`src/rtl/triangle_row_rasterizer_assert.svh`:
```
// Assertion macros shared by the triangle row rasterizer RTL.
`ifndef TRIANGLE_ROW_RASTERIZER_ASSERT_SVH
`define TRIANGLE_ROW_RASTERIZER_ASSERT_SVH
`ifndef ASSERT_OFF
`define TRR_ASSERT_NEVER(lbl, clk, rst_n, cond) \
    lbl: assert property (@(posedge clk) disable iff (!rst_n) !(cond)) \
        else $error("trr assertion failed");
`define TRR_ASSERT_IMP(lbl, clk, rst_n, ante, cons) \
    lbl: assert property (@(posedge clk) disable iff (!rst_n) (ante) |-> (cons)) \
        else $error("trr assertion failed");
`define TRR_ASSERT_NXT(lbl, clk, rst_n, ante, cons) \
    lbl: assert property (@(posedge clk) disable iff (!rst_n) (ante) |=> (cons)) \
        else $error("trr assertion failed");
`else
`define TRR_ASSERT_NEVER(lbl, clk, rst_n, cond)
`define TRR_ASSERT_IMP(lbl, clk, rst_n, ante, cons)
`define TRR_ASSERT_NXT(lbl, clk, rst_n, ante, cons)
`endif
`endif

```
`src/rtl/trr_pkg.sv`:
```
// Shared constants and the triangle job type of the row rasterizer.
package trr_pkg;

    localparam int MAX_CANVAS_DEF = 64;
    localparam logic [6:0] CANVAS_RESET = 7'd50;
    localparam int MIN_AREA = 2;
    localparam int QUEUE_DEPTH = 2;

    // One accepted, non-culled triangle with its edge values at column 0 of the first row.
    typedef struct packed {
        logic signed [15:0] base1;
        logic signed [15:0] base2;
        logic signed [15:0] base3;
        logic signed [6:0]  dx1;
        logic signed [6:0]  dy1;
        logic signed [6:0]  dx2;
        logic signed [6:0]  dy2;
        logic signed [6:0]  dx3;
        logic signed [6:0]  dy3;
        logic [5:0]         lo_x;
        logic [5:0]         hi_x;
        logic [5:0]         lo_y;
        logic [5:0]         hi_y;
        logic [15:0]        color;
    } job_t;

endpackage

```
`src/rtl/trr_queue.sv`:
```
// Short job queue between the front end and the row engine.
`include "triangle_row_rasterizer_assert.svh"

module trr_queue (
    input  logic          clk,
    input  logic          rst_n,
    input  logic          push,
    input  trr_pkg::job_t wr_job,
    input  logic          pop,
    output trr_pkg::job_t head,
    output logic          full,
    output logic          empty
);

    localparam int DEPTH = trr_pkg::QUEUE_DEPTH;
    localparam int PTR_W = (DEPTH > 1) ? $clog2(DEPTH) : 1;
    localparam int CNT_W = $clog2(DEPTH + 1);

    trr_pkg::job_t slot_reg [DEPTH];
    logic [PTR_W-1:0] wr_ptr_reg, rd_ptr_reg;
    logic [CNT_W-1:0] count_reg;

    function automatic logic [PTR_W-1:0] ptr_inc(logic [PTR_W-1:0] p);
        return (p == PTR_W'(DEPTH - 1)) ? '0 : p + 1'b1;
    endfunction

    assign head  = slot_reg[rd_ptr_reg];
    assign full  = (count_reg == CNT_W'(DEPTH));
    assign empty = (count_reg == '0);

    always_ff @(posedge clk or negedge rst_n)
    begin
        if (!rst_n)
        begin
            wr_ptr_reg <= '0;
            rd_ptr_reg <= '0;
            count_reg  <= '0;
        end
        else
        begin
            if (push)
            begin
                wr_ptr_reg <= ptr_inc(wr_ptr_reg);
            end
            if (pop)
            begin
                rd_ptr_reg <= ptr_inc(rd_ptr_reg);
            end
            priority if (push && !pop)
            begin
                count_reg <= count_reg + 1'b1;
            end
            else if (pop && !push)
            begin
                count_reg <= count_reg - 1'b1;
            end
        end
    end

    always_ff @(posedge clk)
    begin
        if (push)
        begin
            slot_reg[wr_ptr_reg] <= wr_job;
        end
    end

    `TRR_ASSERT_NEVER(a_q_overflow, clk, rst_n, push && full)
    `TRR_ASSERT_NEVER(a_q_underflow, clk, rst_n, pop && empty)

endmodule

```
`config.mk`:
```
export PLATFORM = sky130hd
export DESIGN_NAME = trr_queue
export DESIGN_NICKNAME = d
export VERILOG_FILES = /design/src/rtl/trr_pkg.sv /design/src/rtl/trr_queue.sv
export VERILOG_INCLUDE_DIRS = /design/src /design/src/rtl
export SDC_FILE = /design/constraint.sdc
export NUM_CORES = 1
export LEC_CHECK = 0
export ABC_AREA = 1
export BUFFER_PORTS_ARGS = -buffer_cell sky130_fd_sc_hd__buf_2
export CELL_PAD_IN_SITES_DETAIL_PLACEMENT = 1
export CELL_PAD_IN_SITES_GLOBAL_PLACEMENT = 1
export CORE_MARGIN = 2
export CORE_UTILIZATION = 48
export CTS_CLUSTER_SIZE = 16
export DETAILED_ROUTE_END_ITERATION = 6
export PLACE_DENSITY = 0.83
export SLEW_MARGIN = 10
export SYNTH_ARGS = -nofsm -noshare
export SYNTH_HDL_FRONTEND = slang
export SYNTH_SLANG_ARGS = --single-unit
```
`constraint.sdc`:
```
create_clock -name clk -period 14.6 [get_ports clk]
set_clock_uncertainty 0.1 [all_clocks]
set_input_delay 2.92 -clock clk [delete_from_list [all_inputs] [get_ports clk]]
set_output_delay 2.92 -clock clk [all_outputs]
set_load 0.02 [all_outputs]
```
After elaboration in Yosys (flattened, before gate mapping)
Memories as Yosys holds them, arrays and structs flattened.
Index checks and enable logic that the tools add are counted.

storage, ports and cells
  register bits = 4
  RAM bits = 260
  output and inout bits = 132
  memories = 1

memories
  memory    words  width  read ports  clocked after Yosys merged registers in  write ports  line             source
  slot_reg  2      130    1           0                                        1            trr_queue.sv:19  trr_pkg::job_t slot_reg [DEPTH];

cells by class
  add/subtract/negate cells = 4
  equality and inequality tests = 1
  multiplexer cells = 6
  reduce and logical (&&, ||, !) cells = 6

operator list
  operator                                                             number
  1-bit two-way mux                                                    4
  2-bit two-way mux                                                    2
  1-bit adder (second input constant)                                  2
  2-bit by 1-bit adder with 2-bit output (second input constant)       1
  2-bit equality test (second input constant)                          1
  1-bit logical AND                                                    2
  1-bit zero test                                                      2
  2-bit zero test                                                      1
  2-bit nonzero test                                                   1
  2-bit by 1-bit subtractor with 2-bit output (second input constant)  1

Depth between registers and ports, before layout
  word-level depth = 4
  mapped depth = 7

Worst setup path after synthesis
No wires, ideal clock.

  path type = input-to-reg
  from = input port push
  to = memory slot_reg[0][0] (netlist name), enable pin
  setup time = 624 ps
  arrival time = 8397 ps
  required time = 13876 ps
  setup slack = 5478 ps
  stages = 2
  cell sequence = inv_1 -> nor2_1

on the way
  cells in the longest elaborated chain, start to end = 2

ends and longest elaborated chain
  item                                     line             source
  from (decl)                              trr_queue.sv:7   input logic push,
  1-bit two-way mux                        trr_queue.sv:62  if (push)
  1-bit two-way mux (implied by the code)  trr_queue.sv:64  slot_reg[wr_ptr_reg] <= wr_job;
  to (decl)                                trr_queue.sv:19

No other way between the ends.

==> parameters.txt <==
Parameter                              Value

Finish
  Area of all sequential standard cells    0.007911 sq mm
  Share of layout cells above drive strength 1    59.95%
  Max reg flops    260
  Layout-stage area growth over the synthesis result    24.22%
  Most common library cell in the layout ignoring fill and taps    sky130_fd_sc_hd__buf_2
  Count of nets after finishing    850
  Area occupied by multi-input gates    0.001889 sq mm
  Count of fill cells added during filler insertion    1,826
  Final Cell Area    0.01238 sq mm
  Most frequent cells in the layout    265 x sky130_fd_sc_hd__buf_2, 260 x sky130_fd_sc_hd__edfxtp_1, 90 x sky130_fd_sc_hd__mux2_4, 40 x sky130_fd_sc_hd__mux2_2, 29 x sky130_fd_sc_hd__clkbuf_16

Synthesis
  Post-Synthesis Net Count    565
  Number of unique standard cell types used by synthesis    15
  Count of mapped cells out of synthesis    430
  Area of the mapped netlist    0.009963 sq mm
  Yosys warnings    0
  Mean area per synthesized cell    23.17 sq um
  Post-synthesis register bit count    264
  Share of synthesized area occupied by flip-flops and latches    79.37%

Setup path
  Most numerous cell on the critical path    sky130_fd_sc_hd__buf_4
  Max FO, Critical Path    50
  Crit-path max cell delay    0.86 ns
  Critical-path cell with the highest stage delay    sky130_fd_sc_hd__dfrtp_4
  Worst path cell trace    buf_4 -> buf_4 -> mux2_4 -> buf_2
  Type of element launching the critical path    register
  Type of destination of the critical path    primary output
  FF-to-FF Start    wr_ptr_reg
  Endpoint of the worst-slack reg-to-reg timing path    slot_reg[0][91]
  Register-to-register path setup slack    11.52 ns
  Required time of the critical path    11.58 ns
  Cell family with most CP delay    buffers and inverters
  Number of buffer and inverter instances along the worst setup path    3
  Worst reg-to-reg path cell count    3
  Critical path type    reg2out
  Worst endpoint data arrival time    3.45 ns

Timing
  Highest clock frequency the design can meet    0.1545 GHz
  Max-slew headroom    37.63%
  Count of pins over their slew limit    0
  Transition time at the pin with the least slew margin    0.9355 ns
  Final critical delay including setup and external delays    6.472 ns
  Setup repair after global routing missed its margin    false
  Tcrit/Tclk final    44.33%
  Final-report hold violation count    0
  Total setup violations reported at the end of the flow    0
  TNS Setup    0 ns

Clock tree
  Gates resized, CTS repair    0
  Cell chosen for the clock root    sky130_fd_sc_hd__clkbuf_16
  Hold bufs inserted after CTS    0
  TritonCTS Sinks    264
  CTS tree    yes
  Number of H-tree levels    1
  Num CTS Buffers    28
  Clock transition at the registers of the reported paths    0.06 ns
  Number of setup buffers added after CTS    0
  Number of buffers on the longest clock path    3
  Clock latency reported for the late side of the worst-skew pair    0.51 ns

Route
  Drt first-iter violations    261
  DRC errors left    0
  Avg WL per Cell    20.73 um
  Routed via count divided by cell count    5.007
  Antenna viol nets, final    0
  Post-Route WL    20.87 mm
  Via count    5,042
  Number of optimization iterations in the first detailed-route pass    4

Run
  Count of maximum capacitance violations    0

Placement
  Count of buffers from port buffering    265
  Placer's final routability congestion estimate    0.7239
  DP Wirelength    14.75 mm
  Post-placement cell area    0.01153 sq mm

Min path
  Cell depth of the worst hold path    2
  Start point of the worst hold path    count_reg[1]
  Hold-critical path endpoint    count_reg[1]
  Hold Crit Class    reg2reg

Pwr
  Maximum vdd ir drop    0.0001218 V
  Power per Cell Area    205.8 mW/mm^2
  Static leakage    4.941 nW

Die
  Area of the placeable core    0.02030 sq mm
  Die area    0.02192 sq mm
  Die extent in y    148.1 um
  Starting Density    49.08%
  Chip Width    148.1 um
  Num rows    52
  IO Pins    266

Global routing
  Antenna violations before repair    3
  Combined global-route utilization of all metal layers    18.72%
  Number of global-route vias before repair    5,490
  Overflow after GRT    0
  Global-route wire length before repair    31.52 mm
  Pin count of the biggest net entering global routing    72

Outcome
  Run status    complete, no violations
report_power, final:
part | internal, mW | switching (mW) | total (mW)
clock | 0.374 | 0.267 | 0.641
sequential | 1.01 | 0.0698 | 1.08
combinational | 0.357 | 0.471 | 0.827
cell families (layout without fill, tap and decap cells):
logic type	count (synthesis)	count (layout)	share of synthesized area, %
and+or+nand+nor	10	10	0.4144
DFF	264	264	79.37
xor gates and xnor gates	3	3	0.2638
muxes	130	130	18.08
buffers and inverters	22	326	1.746
adders and majority gates	1	1	0.1256
other	0	3	0
Yosys cell counts:
library cell,number,share of area (%)
sky130_fd_sc_hd__buf_2,4,0.20
sky130_fd_sc_hd__buf_6,10,1.1
sky130_fd_sc_hd__buf_8,1,0.15
sky130_fd_sc_hd__dfrtp_1,4,1.0
sky130_fd_sc_hd__edfxtp_1,260,78
sky130_fd_sc_hd__ha_1,1,0.13
sky130_fd_sc_hd__inv_1,7,0.26
sky130_fd_sc_hd__mux2_2,40,4.5
sky130_fd_sc_hd__mux2_4,90,14
sky130_fd_sc_hd__nand2_1,5,0.19
sky130_fd_sc_hd__nand3_1,1,0.050
sky130_fd_sc_hd__nand4_1,1,0.063
sky130_fd_sc_hd__nor2_1,3,0.11
sky130_fd_sc_hd__xnor2_1,1,0.088
sky130_fd_sc_hd__xor2_1,2,0.18
final cells by class:
type / instances / share of cell area [%]
diodes: 3 / 0.06065
clock buffers: 31 / 5.924
clock inverters: 18 / 0.8492
inverters: 7 / 0.2325
multi-input cells: 144 / 15.26
flip-flops and latches: 264 / 63.92
well taps: 270 / 2.729
repair buffers: 270 / 11.02
metal layers:
| layer | track usage, % | share of wire (%) | vias up | routed length (um) |
|---|---|---|---|---|
| met5 | 0 | 0 | - | 0 |
| met4 | 5.381 | 2.5 | 0 | 516 |
| met3 | 4.847 | 7.5 | 34 | 1571 |
| met2 | 33.17 | 51 | 228 | 10620 |
| met1 | 22.77 | 39 | 2508 | 8160 |
| li1 | - | - | 2272 | - |
stage by stage:
| stage | utilization [%] | power, mW | worst slack (ns) | instances | hold slack, ns |
|---|---|---|---|---|---|
| 6_report | 60.97 | 2.547 | 8.128 | 1007 | 0.4408 |
| 5_1_grt | 60.97 | 2.653 | 7.939 | 1007 | 0.4756 |
| 4_1_cts | 60.93 | 2.584 | 8.062 | 1004 | 0.4452 |
| 3_5_place_dp | 56.80 | 1.937 | 8.627 | 955 | 0.4210 |
| 3_3_place_gp | 56.80 | 1.899 | 8.672 | 955 | 0.3776 |
| 2_1_floorplan | - | 1.715 | 5.478 | 430 | 0.3631 |
worst reg2reg max path, cell delays in order (launching register included):
cell                      delay, ns
sky130_fd_sc_hd__dfrtp_1       0.44
sky130_fd_sc_hd__nor2_4        0.74
sky130_fd_sc_hd__buf_4         0.61
sky130_fd_sc_hd__buf_4         0.74
worst max path at each step:
stage | endpoint | slack [ns] | startpoint | depth (start not counted)
2_1_floorplan | slot_reg[0][0] | 5.48 | push | 2
3_3_place_gp | head[62] | 8.67 | rd_ptr_reg | 4
3_5_place_dp | head[84] | 8.63 | rd_ptr_reg | 4
4_1_cts | head[84] | 8.06 | rd_ptr_reg | 4
5_1_grt | head[84] | 7.94 | rd_ptr_reg | 4
6_report | head[84] | 8.13 | rd_ptr_reg | 4
No activity file was read; power rests on OpenSTA's default activity.
