**config.mk**
```make
export PLATFORM = sky130hd
export DESIGN_NAME = trr_front
export DESIGN_NICKNAME = d
export VERILOG_FILES = /design/src/rtl/triangle_row_rasterizer_assert.svh /design/src/rtl/trr_pkg.sv /design/src/rtl/trr_front.sv
export SDC_FILE = /design/constraint.sdc
export NUM_CORES = 2
export LEC_CHECK = 0
export BUFFER_PORTS_ARGS = -buffer_cell sky130_fd_sc_hd__clkbuf_2
export CAP_MARGIN = 20
export CORE_MARGIN = 1.5
export CORE_UTILIZATION = 25
export CTS_BUF_LIST = sky130_fd_sc_hd__clkbuf_4
export CTS_CLUSTER_SIZE = 28
export DETAILED_ROUTE_END_ITERATION = 10
export PLACE_DENSITY_LB_ADDON = 0.1
export SYNTH_ARGS = -nofsm -noshare
export SYNTH_HDL_FRONTEND = slang
export SYNTH_SLANG_ARGS = --single-unit
export TNS_END_PERCENT = 50
```
**constraint.sdc**
```tcl
create_clock -name clk -period 15.7 [get_ports clk]
set_input_delay 2.355 -clock clk [delete_from_list [all_inputs] [get_ports clk]]
set_output_delay 2.355 -clock clk [all_outputs]
set_load 0.01 [all_outputs]
```
**src/rtl/triangle_row_rasterizer_assert.svh**
```systemverilog
// Assertion macros shared by the triangle row rasterizer RTL.
`ifndef TRIANGLE_ROW_RASTERIZER_ASSERT_SVH
`define TRIANGLE_ROW_RASTERIZER_ASSERT_SVH
`ifndef ASSERT_OFF
`define TRR_ASSERT_NEVER(lbl, clk, rst_n, cond) \
    lbl: assert property (@(posedge clk) disable iff (!rst_n) !(cond)) \
        else $error("trr assertion failed");
`define TRR_ASSERT_IMP(lbl, clk, rst_n, ante, cons) \
    lbl: assert property (@(posedge clk) disable iff (!rst_n) (ante) |-> (cons)) \
        else $error("trr assertion failed");
`define TRR_ASSERT_NXT(lbl, clk, rst_n, ante, cons) \
    lbl: assert property (@(posedge clk) disable iff (!rst_n) (ante) |=> (cons)) \
        else $error("trr assertion failed");
`else
`define TRR_ASSERT_NEVER(lbl, clk, rst_n, cond)
`define TRR_ASSERT_IMP(lbl, clk, rst_n, ante, cons)
`define TRR_ASSERT_NXT(lbl, clk, rst_n, ante, cons)
`endif
`endif

```
**src/rtl/trr_pkg.sv**
```systemverilog
// Shared constants and the triangle job type of the row rasterizer.
package trr_pkg;

    localparam int MAX_CANVAS_DEF = 64;
    localparam logic [6:0] CANVAS_RESET = 7'd50;
    localparam int MIN_AREA = 2;
    localparam int QUEUE_DEPTH = 2;

    // One accepted, non-culled triangle with its edge values at column 0 of the first row.
    typedef struct packed {
        logic signed [15:0] base1;
        logic signed [15:0] base2;
        logic signed [15:0] base3;
        logic signed [6:0]  dx1;
        logic signed [6:0]  dy1;
        logic signed [6:0]  dx2;
        logic signed [6:0]  dy2;
        logic signed [6:0]  dx3;
        logic signed [6:0]  dy3;
        logic [5:0]         lo_x;
        logic [5:0]         hi_x;
        logic [5:0]         lo_y;
        logic [5:0]         hi_y;
        logic [15:0]        color;
    } job_t;

endpackage

```
**src/rtl/trr_front.sv**
```systemverilog
// Front end: takes a triangle, culls it, clamps its box and builds a row job.
module trr_front #(
    parameter int MAX_CANVAS = trr_pkg::MAX_CANVAS_DEF
) (
    input  logic              clk,
    input  logic              rst_n,
    input  logic              in_valid,
    output logic              in_stall,
    input  logic [5:0]        x1,
    input  logic [5:0]        y1,
    input  logic [5:0]        x2,
    input  logic [5:0]        y2,
    input  logic [5:0]        x3,
    input  logic [5:0]        y3,
    input  logic [15:0]       fill_color,
    input  logic [6:0]        grid_dim,
    input  logic              q_full,
    output logic              push,
    output trr_pkg::job_t     job
);

    typedef enum logic [1:0] {FR_IDLE, FR_CALC, FR_PUSH} fr_state_t;

    fr_state_t state_reg;
    logic [5:0]  x1_reg, y1_reg, x2_reg, y2_reg, x3_reg, y3_reg;
    logic [15:0] color_reg;

    logic signed [13:0] pa_reg, pb_reg;
    logic signed [13:0] ea1_reg, eb1_reg, ea2_reg, eb2_reg, ea3_reg, eb3_reg;
    logic [5:0] lo_x_reg, hi_x_reg, lo_y_reg, hi_y_reg;
    logic       empty_reg;

    logic signed [6:0] dx1, dy1, dx2, dy2, dx3, dy3;
    logic signed [6:0] ax, ay;
    logic signed [6:0] ry1, ry2, ry3;
    logic [5:0] min_x, max_x, min_y, max_y;
    logic [6:0] size, size_m1;
    logic [5:0] hi_x_c, hi_y_c;
    logic       size_zero;
    logic signed [14:0] area;
    logic       cull;

    function automatic logic [5:0] min3(logic [5:0] a, logic [5:0] b, logic [5:0] c);
        logic [5:0] m;
        m = (a < b) ? a : b;
        return (m < c) ? m : c;
    endfunction

    function automatic logic [5:0] max3(logic [5:0] a, logic [5:0] b, logic [5:0] c);
        logic [5:0] m;
        m = (a > b) ? a : b;
        return (m > c) ? m : c;
    endfunction

    assign dx1 = $signed({1'b0, x2_reg}) - $signed({1'b0, x1_reg});
    assign dy1 = $signed({1'b0, y2_reg}) - $signed({1'b0, y1_reg});
    assign dx2 = $signed({1'b0, x3_reg}) - $signed({1'b0, x2_reg});
    assign dy2 = $signed({1'b0, y3_reg}) - $signed({1'b0, y2_reg});
    assign dx3 = $signed({1'b0, x1_reg}) - $signed({1'b0, x3_reg});
    assign dy3 = $signed({1'b0, y1_reg}) - $signed({1'b0, y3_reg});
    assign ax  = $signed({1'b0, x3_reg}) - $signed({1'b0, x1_reg});
    assign ay  = $signed({1'b0, y3_reg}) - $signed({1'b0, y1_reg});

    assign min_x = min3(x1_reg, x2_reg, x3_reg);
    assign max_x = max3(x1_reg, x2_reg, x3_reg);
    assign min_y = min3(y1_reg, y2_reg, y3_reg);
    assign max_y = max3(y1_reg, y2_reg, y3_reg);

    assign size      = (grid_dim > 7'(MAX_CANVAS)) ? 7'(MAX_CANVAS) : grid_dim;
    assign size_zero = (size == 7'd0);
    assign size_m1   = size - 7'd1;
    assign hi_x_c    = ({1'b0, max_x} > size_m1) ? size_m1[5:0] : max_x;
    assign hi_y_c    = ({1'b0, max_y} > size_m1) ? size_m1[5:0] : max_y;

    // Row offset from each vertex to the first row of the box
    assign ry1 = $signed({1'b0, min_y}) - $signed({1'b0, y1_reg});
    assign ry2 = $signed({1'b0, min_y}) - $signed({1'b0, y2_reg});
    assign ry3 = $signed({1'b0, min_y}) - $signed({1'b0, y3_reg});

    assign area = {pa_reg[13], pa_reg} - {pb_reg[13], pb_reg};
    assign cull = (area < $signed(15'(trr_pkg::MIN_AREA))) || empty_reg;

    assign in_stall = (state_reg != FR_IDLE);
    assign push     = (state_reg == FR_PUSH) && !cull && !q_full;

    always_comb
    begin
        job.base1 = 16'sd0 - {{2{ea1_reg[13]}}, ea1_reg} - {{2{eb1_reg[13]}}, eb1_reg};
        job.base2 = 16'sd0 - {{2{ea2_reg[13]}}, ea2_reg} - {{2{eb2_reg[13]}}, eb2_reg};
        job.base3 = 16'sd0 - {{2{ea3_reg[13]}}, ea3_reg} - {{2{eb3_reg[13]}}, eb3_reg};
        job.dx1   = dx1;
        job.dy1   = dy1;
        job.dx2   = dx2;
        job.dy2   = dy2;
        job.dx3   = dx3;
        job.dy3   = dy3;
        job.lo_x  = lo_x_reg;
        job.hi_x  = hi_x_reg;
        job.lo_y  = lo_y_reg;
        job.hi_y  = hi_y_reg;
        job.color = color_reg;
    end

    always_ff @(posedge clk or negedge rst_n)
    begin
        if (!rst_n)
        begin
            state_reg <= FR_IDLE;
            x1_reg    <= '0;
            y1_reg    <= '0;
            x2_reg    <= '0;
            y2_reg    <= '0;
            x3_reg    <= '0;
            y3_reg    <= '0;
            color_reg <= '0;
            pa_reg    <= '0;
            pb_reg    <= '0;
            ea1_reg   <= '0;
            eb1_reg   <= '0;
            ea2_reg   <= '0;
            eb2_reg   <= '0;
            ea3_reg   <= '0;
            eb3_reg   <= '0;
            lo_x_reg  <= '0;
            hi_x_reg  <= '0;
            lo_y_reg  <= '0;
            hi_y_reg  <= '0;
            empty_reg <= 1'b1;
        end
        else
        begin
            unique case (state_reg)
                FR_IDLE:
                begin
                    if (in_valid)
                    begin
                        x1_reg    <= x1;
                        y1_reg    <= y1;
                        x2_reg    <= x2;
                        y2_reg    <= y2;
                        x3_reg    <= x3;
                        y3_reg    <= y3;
                        color_reg <= fill_color;
                        state_reg <= FR_CALC;
                    end
                end
                FR_CALC:
                begin
                    pa_reg    <= dx1 * ay;
                    pb_reg    <= dy1 * ax;
                    ea1_reg   <= $signed({1'b0, x1_reg}) * dy1;
                    eb1_reg   <= ry1 * dx1;
                    ea2_reg   <= $signed({1'b0, x2_reg}) * dy2;
                    eb2_reg   <= ry2 * dx2;
                    ea3_reg   <= $signed({1'b0, x3_reg}) * dy3;
                    eb3_reg   <= ry3 * dx3;
                    lo_x_reg  <= min_x;
                    hi_x_reg  <= hi_x_c;
                    lo_y_reg  <= min_y;
                    hi_y_reg  <= hi_y_c;
                    // an empty column range still gives blank rows; only rows decide
                    empty_reg <= size_zero || (min_y > hi_y_c);
                    state_reg <= FR_PUSH;
                end
                FR_PUSH:
                begin
                    if (cull || !q_full)
                    begin
                        state_reg <= FR_IDLE;
                    end
                end
                default:
                begin
                    state_reg <= FR_IDLE;
                end
            endcase
        end
    end

endmodule

```
======== Word level (Yosys, flattened, before mapping) ========
Index checks and enable logic that the tools add are counted.
storage, ports and cells
  flip-flop bits (word level) ............. 191
  bits of input ports ..................... 63
  output and inout port bits .............. 132
cells by class
  add/subtract/negate cells ............... 19
  $mul .................................... 8
  order comparisons ....................... 13
  equal/unequal tests ..................... 4
  mux-type cells .......................... 14
  reductions and logical operators ........ 12
operator list
  cell                     count
  $mul A7 B7 Y14           8
  $sub A6 B6 Y7            11
  $mux W6                  10
  $sub A15 B14 Y16         3
  $sub A1 B14 Y15 const A  3
  $gt A6 B6 Y1             5
  $lt A6 B6 Y1             4
  $lt A15 B3 Y1 const B    1
  $sub A14 B14 Y15         1
  $gt A6 B7 Y1             2
  $gt A7 B7 Y1 const B     1
  $logic_not A7 Y1         1
  $mux W7                  1
  $sub A7 B1 Y7 const B    1
  $pmux W2 S3              1
  $mux W2                  2
  $reduce_and A2 Y1        2
  $logic_or A1 B1 Y1       3
  $eq A2 B1 Y1 const B     1
  $eq A2 B2 Y1 const B     1
  $logic_and A1 B1 Y1      2
  $logic_not A1 Y1         2
  $logic_not A2 Y1         1
  $ne A2 B1 Y1 const B     1
  other kinds (2)          2

======== Depth between registers and ports, before layout ========
  depth after elaboration ................. 8
  gate-level depth with buffers ........... 39

======== Worst setup path after synthesis ========
OpenSTA, ideal clock, no wires.
  path type ............................... register to register
  from .................................... register y1_reg[1]
  to ...................................... register eb2_reg[12]
  setup time .............................. 69 ps
  arrival ................................. 8510 ps
  required time ........................... 15631 ps
  slack ................................... 7121 ps
  stages on the path, launching flop included .. 40
  buffers on the path ..................... 1
  path through ............................ dfrtp_1 inv_1 ha_1 nor2b_1 o21a_1 o21ai_2 a21oi_2 buf_2 and2_1 o21ai_0 ha_1 a21oi_1 nor2b_1 o21ai_1 nand3_4 mux2i_1 ha_1 nor2b_1 [4 not listed] xnor2_1 and2_1 fa_1 inv_1 fa_1 inv_1 fa_1 inv_1 fa_1 inv_1 ha_1 inv_1 o21bai_1 a21oi_1 o21bai_1 a31oi_1 or4b_2 nand3_1
between the ends
  longest elaborated chain between the ends .. 6
RTL lines
  item                    RTL line          source
  from (decl)             trr_front.sv:25   logic [5:0] x1_reg, y1_reg, x2_reg, y2_reg, x3_reg, y3_reg;
  from (signal assigned)  trr_front.sv:138  y1_reg <= y1;
  $lt A6 B6 Y1            trr_front.sv:45   m = (a < b) ? a : b;
  $mux W6 *               trr_front.sv:45
  $lt A6 B6 Y1            trr_front.sv:46   return (m < c) ? m : c;
  $mux W6 *               trr_front.sv:46
  via min_y[1]            trr_front.sv:36   logic [5:0] min_x, max_x, min_y, max_y;
  $sub A6 B6 Y7 *         trr_front.sv:77   assign ry2 = $signed({1'b0, min_y}) - $signed({1'b0, y2_reg});
  $mul A7 B7 Y14 *        trr_front.sv:154  eb2_reg <= ry2 * dx2;
  to (signal assigned)    trr_front.sv:154
  to (decl)               trr_front.sv:29   logic signed [13:0] ea1_reg, eb1_reg, ea2_reg, eb2_reg, ea3_reg, eb3_reg;
Mark *: on every way through the listed nets, which the timed path passes. The rest lies on a longest branch.
A chain may end at the register's enable or synchronous reset.

======== Final worst setup path ========
  from .................................... register y1_reg[1]
  to ...................................... register eb3_reg[12]
between the ends
  longest elaborated chain between the ends .. 6
RTL lines
  item                  RTL line          source
  $lt A6 B6 Y1          trr_front.sv:45
  $mux W6 *             trr_front.sv:45
  $lt A6 B6 Y1          trr_front.sv:46
  $mux W6 *             trr_front.sv:46
  via min_y[1]          trr_front.sv:36
  $sub A6 B6 Y7 *       trr_front.sv:78   assign ry3 = $signed({1'b0, min_y}) - $signed({1'b0, y3_reg});
  $mul A7 B7 Y14 *      trr_front.sv:156  eb3_reg <= ry3 * dx3;
  to (signal assigned)  trr_front.sv:156
  to (decl)             trr_front.sv:29
Marks and branches as above.

==> results by stage <==
Global routing:
- The number of global-route vias before repair is 22,610.
- The aggregate global-route resource usage is 0.1630.
- The largest net degree at the start of global routing is 151.
- The initial antenna violation count is 13.
- The wire length of the first global-routing pass is 138,600 microns.
- The leftover overflow at the end of global routing is 0.

Critical path:
- By instance count, the cell type seen most on the critical path is inv_1.
- The highest fanout seen on the critical path is 14.
- The kind of start point of the critical path is a register.
- Data arrives at the worst endpoint at 10,770 ps.
- The critical path's slowest cell is a21oi_2.
- The endpoint kind of the worst setup timing path is a register.
- In this run the register-to-register setup slack is 5710 ps.
- The largest single stage delay on the critical path is 670 ps.
- Data on the critical path is required at its endpoint by 16,480 ps.
- The critical path start-end classification is reg2reg.

Logic synthesis:
- For this run, asynchronously set or reset flops after synthesis account for 1.000.
- In this run, synthesis inferred 0 flip-flops with an integrated enable.
- The gate count after technology mapping is 3,191.
- The dominant synthesized flop cell is dfrtp_1.
- The library cell with the largest summed area after synthesis is ha_1.
- After synthesis the netlist holds a flip-flop and latch count of 191.
- By count the netlist is led by 589 x inv_1, 458 x ha_1, 320 x nand2_1, 272 x fa_1, 197 x nor2_1.
- The share of the Yosys chip area taken by registers is 0.1706.
- The unique cell type count in the Yosys netlist is 75.
- The share of the synthesized area in the top cell type is 0.2045.
- The average cell area after synthesis is 8.780 sq um.
- When the netlist entered floorplanning its net count stood at 3,984.
- The most common cell in the synthesized netlist is inv_1.
- By area the synthesized netlist is led by ha_1 20%, fa_1 19%, dfrtp_1 17%.
- Summing every instance area after synthesis gives 28,020 sq um.
- For this run, the number of Yosys warnings is 0.

Floorplan:
- The horizontal extent of the die is 337.8 microns.
- The total I/O pin count is 195.
- The row count is 122.
- The floorplan step defined a die boundary enclosing 114,100 sq um.
- The floorplan core area is 110,800 sq um.
- From bottom edge to top edge, the die measures 337.8 microns.
- The initial utilization of the core area, before any placement, comes to 0.2528.

STA:
- The worst-margin pin slew is 1183 ps.
- The hold slack is 502.5 ps.
- Between clock sinks in the finished design, the worst skew comes to 51.93 ps.
- Counting I/O delays and the setup requirement, the final critical path takes 9990 ps.
- The max-slew violation total from the final report was 0.
- Setup repair after global routing left no endpoint under its margin.
- The remaining max-slew budget at the tightest pin is 0.2090.
- For this run, the top clock speed supported by timing is 100.1 MHz.
- Setup total negative slack on the finished layout was measured at 0 ps.
- Dividing the final minimum period by the clock period gives 0.6363.
- The hold violation total from the final report is 0.
- The number of setup violations in the final report is 0.

Detailed routing:
- The final antenna-violating net count is 0.
- The detailed-route wire length per cell is 18.49 microns.
- The total via count after detailed routing is 21,690.
- The DRC violation count after routing is 0.
- Summed over all layers, the routed wires come to 90,150 microns.
- In this run, the number of DRC markers left after iteration 0 of detailed routing was 1,120.
- The via density per instance is 4.449.
- The first detailed-routing pass took 5 iterations.

Flow run:
- Across the run, the number of max-cap violations was 0.

Cells and area:
- Relative to the synthesized area, the layout overhead comes to 11.24%.
- The proportion of layout cells with a drive suffix above 1 is 0.09518.
- The sequential cell area is 4781 sq um.
- At the end of the flow, the number of nets in the layout was 4,163.
- The number of flip-flops in the largest register is 16.
- The count of filler cells inserted in the layout is 12,170.
- The multi-input combinational cells in the finished layout cover a total of 20,780 sq um.

Clock network:
- The buffer count from post-CTS setup fixing is 0.
- The cts-stage hold buffer count is 0.
- The number of resized instances in the post-cts repair step is 0.
- The TritonCTS sink count is 191.
- The clock tree buffer depth is 2.
- The later pin in the worst-skew pair is clocked with a latency of 840 ps.
- The clock tree synthesis step divided the H-tree into 4 levels.
- Buffers inserted during clock tree synthesis total 17.
- The cell at the root of the clock tree is clkbuf_4.
- The clock transition at the register clock pins on the worst setup and hold paths after CTS is 210 ps.
- The TritonCTS clock tree is done.

Placed design:
- The count of buffers from port buffering is 194.
- Detailed placement ended at an HPWL of 75,610 microns.
- The routability congestion estimate from global placement is 0.8287.

Hold path:
- The path class of the tightest hold or removal check is reg2reg.

Outcome:
- The flow ran to the end, and the final reports show no timing, DRC or antenna violations.
[cell families (layout without fill, tap and decap cells)]
family                     after synthesis  after routing  synth area share
and+or+nand+nor                        803            803            0.1335
other                                    0              5                 0
adders and majority gates              730            730            0.3989
buffers and inverters                  660            852           0.08883
AOI/OAI and AO/OA                      554            554            0.1242
DFF                                    191            191            0.1706
xor gates and xnor gates               188            188           0.05931
muxes                                   65             65           0.02465
[critical path, delay by kind of cell (launching register included)]
family          cells  cell delay (ps)
fa+ha+maj           8             3280
compound gates     14             3040
simple gates        7             1730
mux                 1              650
flops               1              560
buf+inv             6              460
xor+xnor            1              210
[per-stage QoR]
step / utilization / cell area [sq um] / worst slack [ps] / instances
2_1_floorplan: - / 28020 / 7121 / 3191
3_3_place_gp: 0.2786 / 30880 / 5869 / 4839
3_5_place_dp: 0.2786 / 30880 / 5775 / 4839
4_1_cts: 0.2811 / 31150 / 5709 / 4871
5_1_grt: 0.2812 / 31160 / 4972 / 4874
6_report: 0.2812 / 31160 / 5710 / 4876
[layout by cell type (no fill, tap or decap), types with 28 or more instances in the layout]
cell,n
a21o_1,78
a21oi_1,125
and2_1,92
buf_4,30
clkbuf_2,193
dfrtp_1,190
fa_1,272
ha_1,458
inv_1,589
mux2_2,28
mux2i_1,36
nand2_1,320
nand3_1,37
nor2_1,196
o21ai_0,163
o21bai_1,46
xnor2_1,140
xor2_1,45
[cell type report]
type                       instances  share of cell area
antenna                            5           0.0004015
clock buffer                      17            0.004095
sequential                       191              0.1534
clock inverter                    15            0.004657
inverter                         595             0.07167
tap                             1488             0.05974
multi-input combinational       2340              0.6667
timing repair buffer             225             0.03935
[metal layers]
| layer | part of all wire | track usage | routed length [microns] |
|---|---|---|---|
| met4 | 0.0098 | 0.02948 | 881 |
| met5 | 0 | 0 | 0 |
| met2 | 0.43 | 0.2474 | 38620 |
| met1 | 0.53 | 0.2465 | 47490 |
| met3 | 0.035 | 0.02013 | 3153 |
[final timing paths]
kind,startpoint,endpoint,cells after the start
min in group asynchronous,rst_n,eb1_reg[12],1
min reg2reg,eb2_reg[7],eb2_reg[7],2
max reg2reg,y1_reg[1],eb3_reg[12],37
max in group asynchronous,rst_n,ea2_reg[6],3
min,eb2_reg[7],eb2_reg[7],2
max,y1_reg[1],eb3_reg[12],37
Power is left out: the tool's default activity adds up to more than one toggle a clock period on the data nets, which glitch-free logic cannot reach.
